**src/rtl/core/ghc_pkg.sv**
```systemverilog
`default_nettype none
// ----------------------------------------------------------------------------
// GHC decompressor package
// Shared types and constants for the header decompressor.
// ----------------------------------------------------------------------------
package ghc_pkg;

  typedef struct packed {
    logic [7:0] code_byte;
    logic       last_byte;
  } in_t;

  typedef struct packed {
    logic [63:0] data_bytes;
    logic [3:0]  byte_count;
    logic        run_last;
    logic        packet_end;
    logic [2:0]  status;
    logic [8:0]  total_length;
  } out_t;

  localparam logic [2:0] ST_OK          = 3'd0;
  localparam logic [2:0] ST_RSV_CODE    = 3'd1;
  localparam logic [2:0] ST_RSV_LITERAL = 3'd2;
  localparam logic [2:0] ST_LIT_OVERRUN = 3'd3;
  localparam logic [2:0] ST_OVERFLOW    = 3'd4;
  localparam logic [2:0] ST_TOO_FAR     = 3'd5;
  localparam logic [2:0] ST_BAD_STOP    = 3'd6;

  localparam logic [2:0] REG_SRC_HI = 3'd0;
  localparam logic [2:0] REG_SRC_LO = 3'd1;
  localparam logic [2:0] REG_DST_HI = 3'd2;
  localparam logic [2:0] REG_DST_LO = 3'd3;
  localparam logic [2:0] REG_LIMIT  = 3'd4;
  localparam logic [2:0] REG_STOP   = 3'd5;

  localparam int DICT_BYTES = 48;
  localparam logic [6:0] LITERAL_MAX = 7'd95;
  localparam logic [9:0] ADJUST_MAX = 10'd1023;
  localparam logic [7:0] HALT_BYTE = 8'h90;

  function automatic logic [7:0] static_byte(input logic [3:0] i);
    case (i)
      4'd0: static_byte = 8'h16;
      4'd1: static_byte = 8'hfe;
      4'd2: static_byte = 8'hfd;
      4'd3: static_byte = 8'h17;
      4'd4: static_byte = 8'hfe;
      4'd5: static_byte = 8'hfd;
      4'd7: static_byte = 8'h01;
      4'd13: static_byte = 8'h01;
      default: static_byte = 8'h00;
    endcase
  endfunction

endpackage
`default_nettype wire

```
**src/rtl/core/ghc_history.sv**
```systemverilog
`default_nettype none
// ----------------------------------------------------------------------------
// GHC history store
// One write port and one registered read port over the output history.
// ----------------------------------------------------------------------------
module ghc_history #(
  parameter int DEPTH = 256,
  parameter int AW = 8
) (
  input  wire logic          clk,
  input  wire logic          we,
  input  wire logic [AW-1:0] waddr,
  input  wire logic [7:0]    wdata,
  input  wire logic [AW-1:0] raddr,
  output logic      [7:0]    rdata
);
  logic [7:0] mem [DEPTH];

  always_ff @(posedge clk) begin
    if (we) begin
      mem[waddr] <= wdata;
    end
    rdata <= mem[raddr];
  end
endmodule
`default_nettype wire

```
**src/rtl/core/ghc_header_decompressor.sv**
```systemverilog
`default_nettype none
// A request with no output passes through the emit state back to idle; a literal data
// byte passes through the emit state and a fill-state history read before it comes out.
// A zero run writes one byte per cycle; a backreference passes through the read state
// and then the write state for each byte; a chunk takes one history read per byte.
// One request at a time; the status state sends the final status after the last chunk.
// Reset: rst clears control state and config registers; history store is not cleared.
// ----------------------------------------------------------------------------
// GHC header decompressor
// Decodes an RFC 7400 bytecode stream into output chunks and a final status.
// ----------------------------------------------------------------------------
module ghc_header_decompressor #(
  parameter int OUTPUT_MAX = 256,
  parameter int CHUNK_BYTES = 8
) (
  input  wire logic         clk,
  input  wire logic         rst,
  input  wire logic         in_valid,
  output logic              in_stall,
  input  wire ghc_pkg::in_t in_data,
  output logic              out_valid,
  input  wire logic         out_stall,
  output ghc_pkg::out_t     out_data,
  input  wire logic         cfg_we,
  input  wire logic [2:0]   cfg_index,
  input  wire logic [63:0]  cfg_data
);
  localparam int AW = $clog2(OUTPUT_MAX);
  localparam int PW = $clog2(OUTPUT_MAX + 1) + 1;
  localparam int CW = $clog2(CHUNK_BYTES + 1);
  localparam logic [PW-1:0] MAXP = PW'(OUTPUT_MAX);

  localparam logic [2:0] S_IDLE = 3'd0;
  localparam logic [2:0] S_RUN  = 3'd1;
  localparam logic [2:0] S_RD   = 3'd2;
  localparam logic [2:0] S_WR   = 3'd3;
  localparam logic [2:0] S_EMIT = 3'd4;
  localparam logic [2:0] S_FILL = 3'd5;
  localparam logic [2:0] S_END  = 3'd6;

  logic [63:0] src_hi, src_lo, dst_hi, dst_lo;
  logic [8:0]  output_limit;
  logic        stop_ok;

  logic [2:0]    state;
  logic [PW-1:0] wpos, emit_pos;
  logic [6:0]    lit_pend;
  logic [9:0]    start_adj, num_adj;
  logic          stop_seen;
  logic [2:0]    err;
  logic          last_q, zero_run;
  logic [PW+1:0] src_ptr;
  logic [PW-1:0] remain;
  logic [63:0]   chunk;
  logic [CW-1:0] cnt, cidx;
  logic [7:0]    dict_byte;
  logic          dict_sel;

  logic          h_we;
  logic [AW-1:0] h_waddr, h_raddr;
  logic [7:0]    h_wdata, h_rdata;

  ghc_history #(.DEPTH(OUTPUT_MAX), .AW(AW)) u_hist (
    .clk(clk), .we(h_we), .waddr(h_waddr), .wdata(h_wdata),
    .raddr(h_raddr), .rdata(h_rdata)
  );

  // Effective limit clamped to the history depth.
  logic [PW-1:0] limit;
  always_comb begin
    if ({{(PW > 9 ? PW-9 : 0){1'b0}}, output_limit} > PW'(OUTPUT_MAX) && PW > 9)
      limit = MAXP;
    else if (PW <= 9 && output_limit > 9'(OUTPUT_MAX))
      limit = MAXP;
    else
      limit = PW'(output_limit);
  end

  function automatic logic [7:0] wbyte(input logic [63:0] w, input logic [2:0] i);
    wbyte = w[8*(7-i) +: 8];
  endfunction

  // A waiting result sits in the output register, so only the sequencer holds input.
  assign in_stall = (state != S_IDLE);
  wire in_acc = in_valid && !in_stall;
  wire out_acc = out_valid && !out_stall;

  wire [7:0] cb = in_data.code_byte;
  wire [10:0] bl_len = 11'(num_adj) + 11'(cb[5:3]) + 11'd2;
  wire [11:0] bl_dist = 12'(cb[2:0]) + 12'(start_adj) + 12'(bl_len);
  wire [11:0] here = 12'(ghc_pkg::DICT_BYTES) + 12'(wpos);
  wire [PW+1:0] here_w = (PW+2)'(ghc_pkg::DICT_BYTES) + (PW+2)'(wpos);
  wire [10:0] s_sum = 11'(start_adj) + 11'({cb[3:0], 3'b000});
  wire [10:0] n_sum = 11'(num_adj) + 11'({cb[4], 3'b000});

  // Registered dictionary byte at src_ptr for the copy loop.
  always_comb begin
    dict_sel = src_ptr < (PW+2)'(ghc_pkg::DICT_BYTES);
    if (src_ptr < (PW+2)'(8)) dict_byte = wbyte(src_hi, src_ptr[2:0]);
    else if (src_ptr < (PW+2)'(16)) dict_byte = wbyte(src_lo, src_ptr[2:0]);
    else if (src_ptr < (PW+2)'(24)) dict_byte = wbyte(dst_hi, src_ptr[2:0]);
    else if (src_ptr < (PW+2)'(32)) dict_byte = wbyte(dst_lo, src_ptr[2:0]);
    else dict_byte = ghc_pkg::static_byte(src_ptr[3:0]);
  end
  logic       dsel_q;
  logic [7:0] dbyte_q;
  wire [PW+1:0] hist_addr = src_ptr - (PW+2)'(ghc_pkg::DICT_BYTES);
  wire [7:0] copy_byte = zero_run ? 8'h00 : (dsel_q ? dbyte_q : h_rdata);

  always_comb begin
    h_we = 1'b0;
    h_waddr = wpos[AW-1:0];
    h_wdata = copy_byte;
    h_raddr = hist_addr[AW-1:0];
    if (state == S_IDLE && in_acc && err == ghc_pkg::ST_OK && !stop_seen &&
        lit_pend != 7'd0) begin
      h_we = 1'b1;
      h_wdata = cb;
    end else if (state == S_WR) begin
      h_we = 1'b1;
    end else if (state == S_FILL) begin
      h_raddr = emit_pos[AW-1:0] + AW'(cidx);
    end
  end

  wire [PW-1:0] avail = wpos - emit_pos;
  wire [CW-1:0] take = (avail > PW'(CHUNK_BYTES)) ? CW'(CHUNK_BYTES) : CW'(avail);
  logic fill_wait;

  // Chunk with the byte read in the previous cycle merged in.
  logic [63:0] chunk_full;
  always_comb begin
    chunk_full = chunk;
    if (fill_wait) chunk_full[8*(cidx-CW'(1)) +: 8] = h_rdata;
  end

  always_ff @(posedge clk) begin
    dbyte_q <= dict_byte;
    dsel_q <= dict_sel;
    if (rst) begin
      src_hi <= '0; src_lo <= '0; dst_hi <= '0; dst_lo <= '0;
      output_limit <= 9'd256; stop_ok <= 1'b0;
      state <= S_IDLE; wpos <= '0; lit_pend <= '0; start_adj <= '0;
      num_adj <= '0; stop_seen <= 1'b0; err <= ghc_pkg::ST_OK;
      out_valid <= 1'b0; last_q <= 1'b0; fill_wait <= 1'b0;
    end else begin
      if (cfg_we) begin
        case (cfg_index)
          ghc_pkg::REG_SRC_HI: src_hi <= cfg_data;
          ghc_pkg::REG_SRC_LO: src_lo <= cfg_data;
          ghc_pkg::REG_DST_HI: dst_hi <= cfg_data;
          ghc_pkg::REG_DST_LO: dst_lo <= cfg_data;
          ghc_pkg::REG_LIMIT:  output_limit <= cfg_data[8:0];
          ghc_pkg::REG_STOP:   stop_ok <= cfg_data[0];
          default: ;
        endcase
      end
      // The status state reloads the output itself when it is taken.
      if (out_acc && state != S_END) out_valid <= 1'b0;
      case (state)
        S_IDLE: begin
          if (in_acc) begin
            last_q <= in_data.last_byte;
            emit_pos <= wpos;
            state <= S_EMIT;
            zero_run <= 1'b0;
            if (err != ghc_pkg::ST_OK) begin
              if (lit_pend != 7'd0) lit_pend <= lit_pend - 7'd1;
            end else if (stop_seen) begin
            end else if (lit_pend != 7'd0) begin
              wpos <= wpos + 1'b1;
              lit_pend <= lit_pend - 7'd1;
            end else if (!cb[7]) begin
              if (cb[6:0] > ghc_pkg::LITERAL_MAX) err <= ghc_pkg::ST_RSV_LITERAL;
              else if (cb[6:0] != 7'd0) begin
                lit_pend <= cb[6:0];
                if ((PW+1)'(wpos) + (PW+1)'(cb[6:0]) > (PW+1)'(limit))
                  err <= ghc_pkg::ST_OVERFLOW;
              end
            end else if (cb == ghc_pkg::HALT_BYTE) begin
              if (stop_ok) stop_seen <= 1'b1; else err <= ghc_pkg::ST_BAD_STOP;
            end else if (cb[7:4] == 4'h8) begin
              if ((PW+1)'(wpos) + (PW+1)'(cb[3:0]) + (PW+1)'(2) > (PW+1)'(limit))
                err <= ghc_pkg::ST_OVERFLOW;
              else begin
                zero_run <= 1'b1;
                remain <= PW'(cb[3:0]) + PW'(2);
                state <= S_WR;
              end
            end else if (cb[7:5] == 3'b101) begin
              start_adj <= (s_sum > 11'(ghc_pkg::ADJUST_MAX)) ? ghc_pkg::ADJUST_MAX
                                                               : s_sum[9:0];
              num_adj <= (n_sum > 11'(ghc_pkg::ADJUST_MAX)) ? ghc_pkg::ADJUST_MAX
                                                             : n_sum[9:0];
            end else if (cb[7:6] == 2'b11) begin
              start_adj <= '0;
              num_adj <= '0;
              if (bl_dist > here) err <= ghc_pkg::ST_TOO_FAR;
              else if (12'(wpos) + 12'(bl_len) > 12'(limit)) err <= ghc_pkg::ST_OVERFLOW;
              else begin
                src_ptr <= here_w - (PW+2)'(bl_dist);
                remain <= PW'(bl_len);
                state <= S_RD;
              end
            end else begin
              err <= ghc_pkg::ST_RSV_CODE;
            end
          end
        end
        S_RD: state <= S_WR;
        S_WR: begin
          wpos <= wpos + 1'b1;
          src_ptr <= src_ptr + 1'b1;
          remain <= remain - 1'b1;
          if (remain == PW'(1)) state <= S_EMIT;
          else if (!zero_run) state <= S_RD;
        end
        S_EMIT: begin
          if (!out_valid || out_acc) begin
            if (wpos != emit_pos) begin
              cnt <= take;
              cidx <= '0;
              chunk <= '0;
              fill_wait <= 1'b0;
              state <= S_FILL;
            end else if (last_q) begin
              state <= S_END;
            end else begin
              state <= S_IDLE;
            end
          end
        end
        S_FILL: begin
          // Reads are issued one byte per cycle; data lands in the next cycle.
          if (fill_wait) begin
            chunk <= chunk_full;
          end
          if (cidx == cnt) begin
            out_valid <= 1'b1;
            out_data.data_bytes <= chunk_full;
            out_data.byte_count <= 4'(cnt);
            out_data.packet_end <= 1'b0;
            out_data.status <= ghc_pkg::ST_OK;
            out_data.total_length <= '0;
            out_data.run_last <= !last_q && (emit_pos + PW'(cnt) == wpos);
            emit_pos <= emit_pos + PW'(cnt);
            state <= S_EMIT;
          end else begin
            cidx <= cidx + 1'b1;
            fill_wait <= 1'b1;
          end
        end
        S_END: begin
          if (!out_valid || out_acc) begin
            out_valid <= 1'b1;
            out_data.data_bytes <= '0;
            out_data.byte_count <= '0;
            out_data.run_last <= 1'b1;
            out_data.packet_end <= 1'b1;
            if (lit_pend != 7'd0 && (err == ghc_pkg::ST_OK || err == ghc_pkg::ST_OVERFLOW)) begin
              out_data.status <= ghc_pkg::ST_LIT_OVERRUN;
              out_data.total_length <= '0;
            end else begin
              out_data.status <= err;
              out_data.total_length <= (err == ghc_pkg::ST_OK) ? 9'(wpos) : 9'd0;
            end
            wpos <= '0; lit_pend <= '0; start_adj <= '0; num_adj <= '0;
            stop_seen <= 1'b0; err <= ghc_pkg::ST_OK;
            state <= S_IDLE;
          end
        end
        default: state <= S_IDLE;
      endcase
    end
  end

  a_no_accept_busy: assert property (@(posedge clk) disable iff (rst)
    (state != S_IDLE) |-> !in_acc) else $error("accepted while busy");
  a_wpos_bound: assert property (@(posedge clk) disable iff (rst)
    wpos <= MAXP) else $error("write position past history");
  a_emit_bound: assert property (@(posedge clk) disable iff (rst)
    emit_pos <= wpos || state == S_IDLE || state == S_END)
    else $error("emit past write position");
  a_count: assert property (@(posedge clk) disable iff (rst)
    out_valid |-> out_data.byte_count <= 4'(CHUNK_BYTES)) else $error("chunk too big");
endmodule
`default_nettype wire
```
**config.mk**
```make
export PLATFORM = sky130hd
export DESIGN_NAME = ghc_header_decompressor
export DESIGN_NICKNAME = d
export VERILOG_FILES = /design/src/rtl/core/ghc_pkg.sv /design/src/rtl/core/ghc_history.sv /design/src/rtl/core/ghc_header_decompressor.sv
export SDC_FILE = /design/constraint.sdc
export NUM_CORES = 2
export LEC_CHECK = 0
export BUFFER_PORTS_ARGS = -buffer_cell sky130_fd_sc_hd__buf_2
export CORE_ASPECT_RATIO = 1.2
export CORE_MARGIN = 1
export CORE_UTILIZATION = 45
export CTS_BUF_LIST = sky130_fd_sc_hd__clkbuf_8
export DETAILED_ROUTE_END_ITERATION = 16
export PLACE_DENSITY = 0.69
export SLEW_MARGIN = 20
export SYNTH_ARGS = -nofsm -noshare
export SYNTH_HDL_FRONTEND = slang
export SYNTH_HIERARCHICAL = 1
export SYNTH_SLANG_ARGS = --single-unit
```
**constraint.sdc**
```tcl
create_clock -name clk -period 14 [get_ports clk]
set_input_delay 0.7 -clock clk [delete_from_list [all_inputs] [get_ports clk]]
set_output_delay 0.7 -clock clk [all_outputs]
set_load 0.1 [all_outputs]
```
==> out/metrics.cfg <==
[outcome]
status = finished clean

[sta]
finClkSkew_ps = 132.9
whs_ps = 154.1
period_share_pct = 48.31
max_freq_mhz = 147.9
setup_viol_count_final = 0
setup_tns_ps = 0
layout_setup_ws_ps = 7237
period_minus_slack_ps = 6763
rsz0062_at_grt = no
tightest_slew_ps = 1205
final_hold_viol_count = 0
slew_viol_final = 0
slew-limit-headroom_pct = 19.03

[floorplanning]
rows = 195
coreArea_sq_um = 235000
die_w_um = 445.6
initial_core_util_pct = 45.22
dieArea_sq_um = 238000
ioPinCount = 165
die_y_um = 534.3

[power_and_ir_drop]
sw_frac_of_total_pct = 30.03
intPower_w = 0.01365
p_sw_w = 0.005859
p_seq_share_pct = 50.8
power.density_nw_per_um2 = 165.2
vdd_drop_max_uv = 225.2
p_comb_share_pct = 19.5
p_leak_nw = 38.90
power_frac_clock_pct = 29.8

[layout]
final_common_cell = edfxtp_1
drive_above_1_share_pct = 18.99
finalInstanceArea_sq_um = 118100
area_delta_synth_final_pct = 11.20
layout_common_cells = 2235 x edfxtp_1, 688 x nand2_1, 529 x mux4_2, 525 x nor2_1, 451 x a21oi_1
final_nets = 7203

[setup_path]
path_max_fanout = 10
critPathKind = register to register
worstPathRequired_ps = 14660
r2r_start = num_adj[1]$_SDFFE_PP0P_
endpoint = remain[2]$_DFFE_PP_
critPathCaptureType = register
crit_arrival_ps = 7420
crit_start = num_adj[1]$_SDFFE_PP0P_
r2r-end = remain[2]$_DFFE_PP_
reg2reg_depth = 24
cp-start-kind = register
r2r_setup_slack_ps = 7240

[clock_network]
numCtsBuffers = 410
clockBufferDepth = 4
cts_root_buf = clkbuf_8
clk_latency_ps = 1140
cts_tree = done
clkTransAtPathRegs_ps = 60
h-tree-depth = 5
cts_sinks = 2565

[synthesis]
yosysSeqAreaShare_pct = 69.39
synth_enable_flop_cells = 2235
yosys.area.top_type_share_pct = 63.17
synth_fa_ha_area_share_pct = 1.795
yosys_register_bits = 2565
async_flop_share_pct = 0
synth_area_sq_um = 106200
synth-simple-area-share_pct = 6.423
syn_inst = 6626
synth_warnings = 6
ys.flop_type = edfxtp_1
synth_top_family_by_area = multiplexers
synthXorXnorAreaFrac_pct = 0.8574
synth_top_cell_by_area = edfxtp_1
syn_nets = 6851
synth_compound_area_share_pct = 5.798
synthMuxAreaShare_pct = 13.46
synth_cell_types = 89
synthTopCellsByArea = edfxtp_1 63%, mux4_2 11%, dfxtp_1 6.2%
syn_avg_cell_area_sq_um = 16.03

[grt]
grt_pass1_wl_um = 401700
grt_max_degree = 213
grt_overflow_total = 0
grt_use_total_pct = 22.56
grt_pass1_vias = 61698
antenna_found_initial = 9

[placement]
placed_area_sq_um = 110100
gp_congestion = 0.9195
dp_hpwl_um = 168900
dp_slack_ps = 6661
port-buffer-count = 164

[drt]
via_count = 61892
drt_iter0_drc = 7079
wl_per_cell_um = 26.01
antenna_left = 0
firstDrtPassIters = 6
route.detailed.drc = 0
viasPerCell = 5.932
routed_wl_um = 271400

[job]
maxCapViolCount = 0

[hold_path]
hold_path.class = primary input to register
hp-start = in_data[7]

power by group through the flow:
| stage | Sequential, W | Combinational (W) | Clock, W |
|---|---|---|---|
| finish | 0.00990 | 0.00380 | 0.00581 |
| global route | 0.00991 | 0.00403 | 0.00622 |
| floorplan | 0.0107 | 0.00218 | 0 |
| global placement | 0.0100 | 0.00362 | 0 |
| detailed placement | 0.0101 | 0.00376 | 0 |
| CTS | 0.00990 | 0.00377 | 0.00591 |
synth_stat cells, types with 62 or more instances:
| cell type | n |
|---|---|
| a21oi_1 | 455 |
| a22oi_1 | 134 |
| clkbuf_1 | 259 |
| dfxtp_1 | 330 |
| edfxtp_1 | 2235 |
| ha_1 | 130 |
| inv_1 | 77 |
| mux2i_1 | 225 |
| mux4_2 | 529 |
| nand2_1 | 692 |
| nand3_1 | 72 |
| nor2_1 | 529 |
| nor3_1 | 62 |
| o21ai_0 | 92 |
| xnor2_1 | 65 |
kinds of logic (layout without fill, tap and decap cells):
logic type | count (synthesis) | count (layout)
AO/OA/AOI/OAI | 983 | 983
XOR/XNOR | 104 | 104
adder cells (fa/ha/maj) | 144 | 144
buffers and inverters | 484 | 1136
flip-flops | 2565 | 2565
multiplexers | 763 | 763
other | 0 | 4
AND/OR/NAND/NOR | 1583 | 1583
what timing repair did:
item / CTS / global route
resized for setup: 0 / 0
hold buffers: 70 / 0
hold endpoints to repair: 275 / 0
setup endpoints to repair: 0 / 0
buffers inserted: 0 / 0
area by class of cell:
class | count | area [sq um]
Clock buffer | 428 | 5891
Timing Repair Buffer | 343 | 2461
Clock inverter | 284 | 1380
Antenna cell | 4 | 10.01
Inverter | 81 | 304.0
Sequential cell | 2565 | 73720
Multi-Input combinational cell | 3577 | 30430
Fill cell | 19016 | 116800
Tap cell | 3152 | 3944
how the worst min path moves through the flow:
| stage | to | slack, ps | cells past startpoint |
|---|---|---|---|
| floorplan | output_limit[0]$_SDFFE_PP0P_ | 430 | 2 |
| global placement | src_hi[41]$_SDFFE_PP0P_ | 440 | 2 |
| detailed placement | dst_hi[38]$_SDFFE_PP0P_ | 440 | 2 |
| CTS | out_valid$_SDFF_PP0_ | 60 | 3 |
| global route | out_valid$_SDFF_PP0_ | 130 | 3 |
| finish | lit_pend[6]$_SDFFE_PP0P_ | 150 | 3 |
worst max-delay path, stage by stage, from the launching register on:
cell and delay (ps):
dfxtp_1 400, inv_1 60, ha_1 270, inv_1 50, ha_1 220, fa_1 550
inv_1 70, fa_1 470, inv_1 70, ha_1 290, a21o_1 160, a21oi_1 220
o21bai_1 90, a21oi_1 230, o21ai_0 190, a21o_1 210, a21oi_1 170, xor2_1 100
ha_1 330, o21a_1 170, o211ai_1 90, a21o_1 180, a211oi_1 500, a41oi_1 360
a21oi_1 910
flip-flops by register name, summed over array words and instances (netlist names), 4 cells and up, named ones only:
name / flops
lit_pend: 7
out_data: 82
src_ptr: 12
dst_lo: 64
output_limit: 9
chunk: 64
dbyte_q: 8
emit_pos: 10
u_hist/rdata: 8
cnt: 4
num_adj: 8
u_hist/mem: 2048
src_hi: 64
dst_hi: 64
remain: 10
src_lo: 64
start_adj: 8
cidx: 4
wpos: 10
layer usage:
metal	track usage, %	up-vias	share of wire [%]
met5	0	-	0.0092
met4	9.559	4	4.2
met3	4.519	598	9.2
met2	36.39	3176	48
met1	29.82	31531	38
li1	-	26583	-
through the flow:
step	util, %	power, W	std cells
after floorplan	-	0.01287	6626
after global placement	46.85	0.01367	9646
after detailed placement	46.87	0.01382	9647
after CTS	50.26	0.01958	10429
after global routing	50.28	0.02016	10432
final	50.28	0.01951	10434
Note: power is estimated with default switching activity, not from simulation.
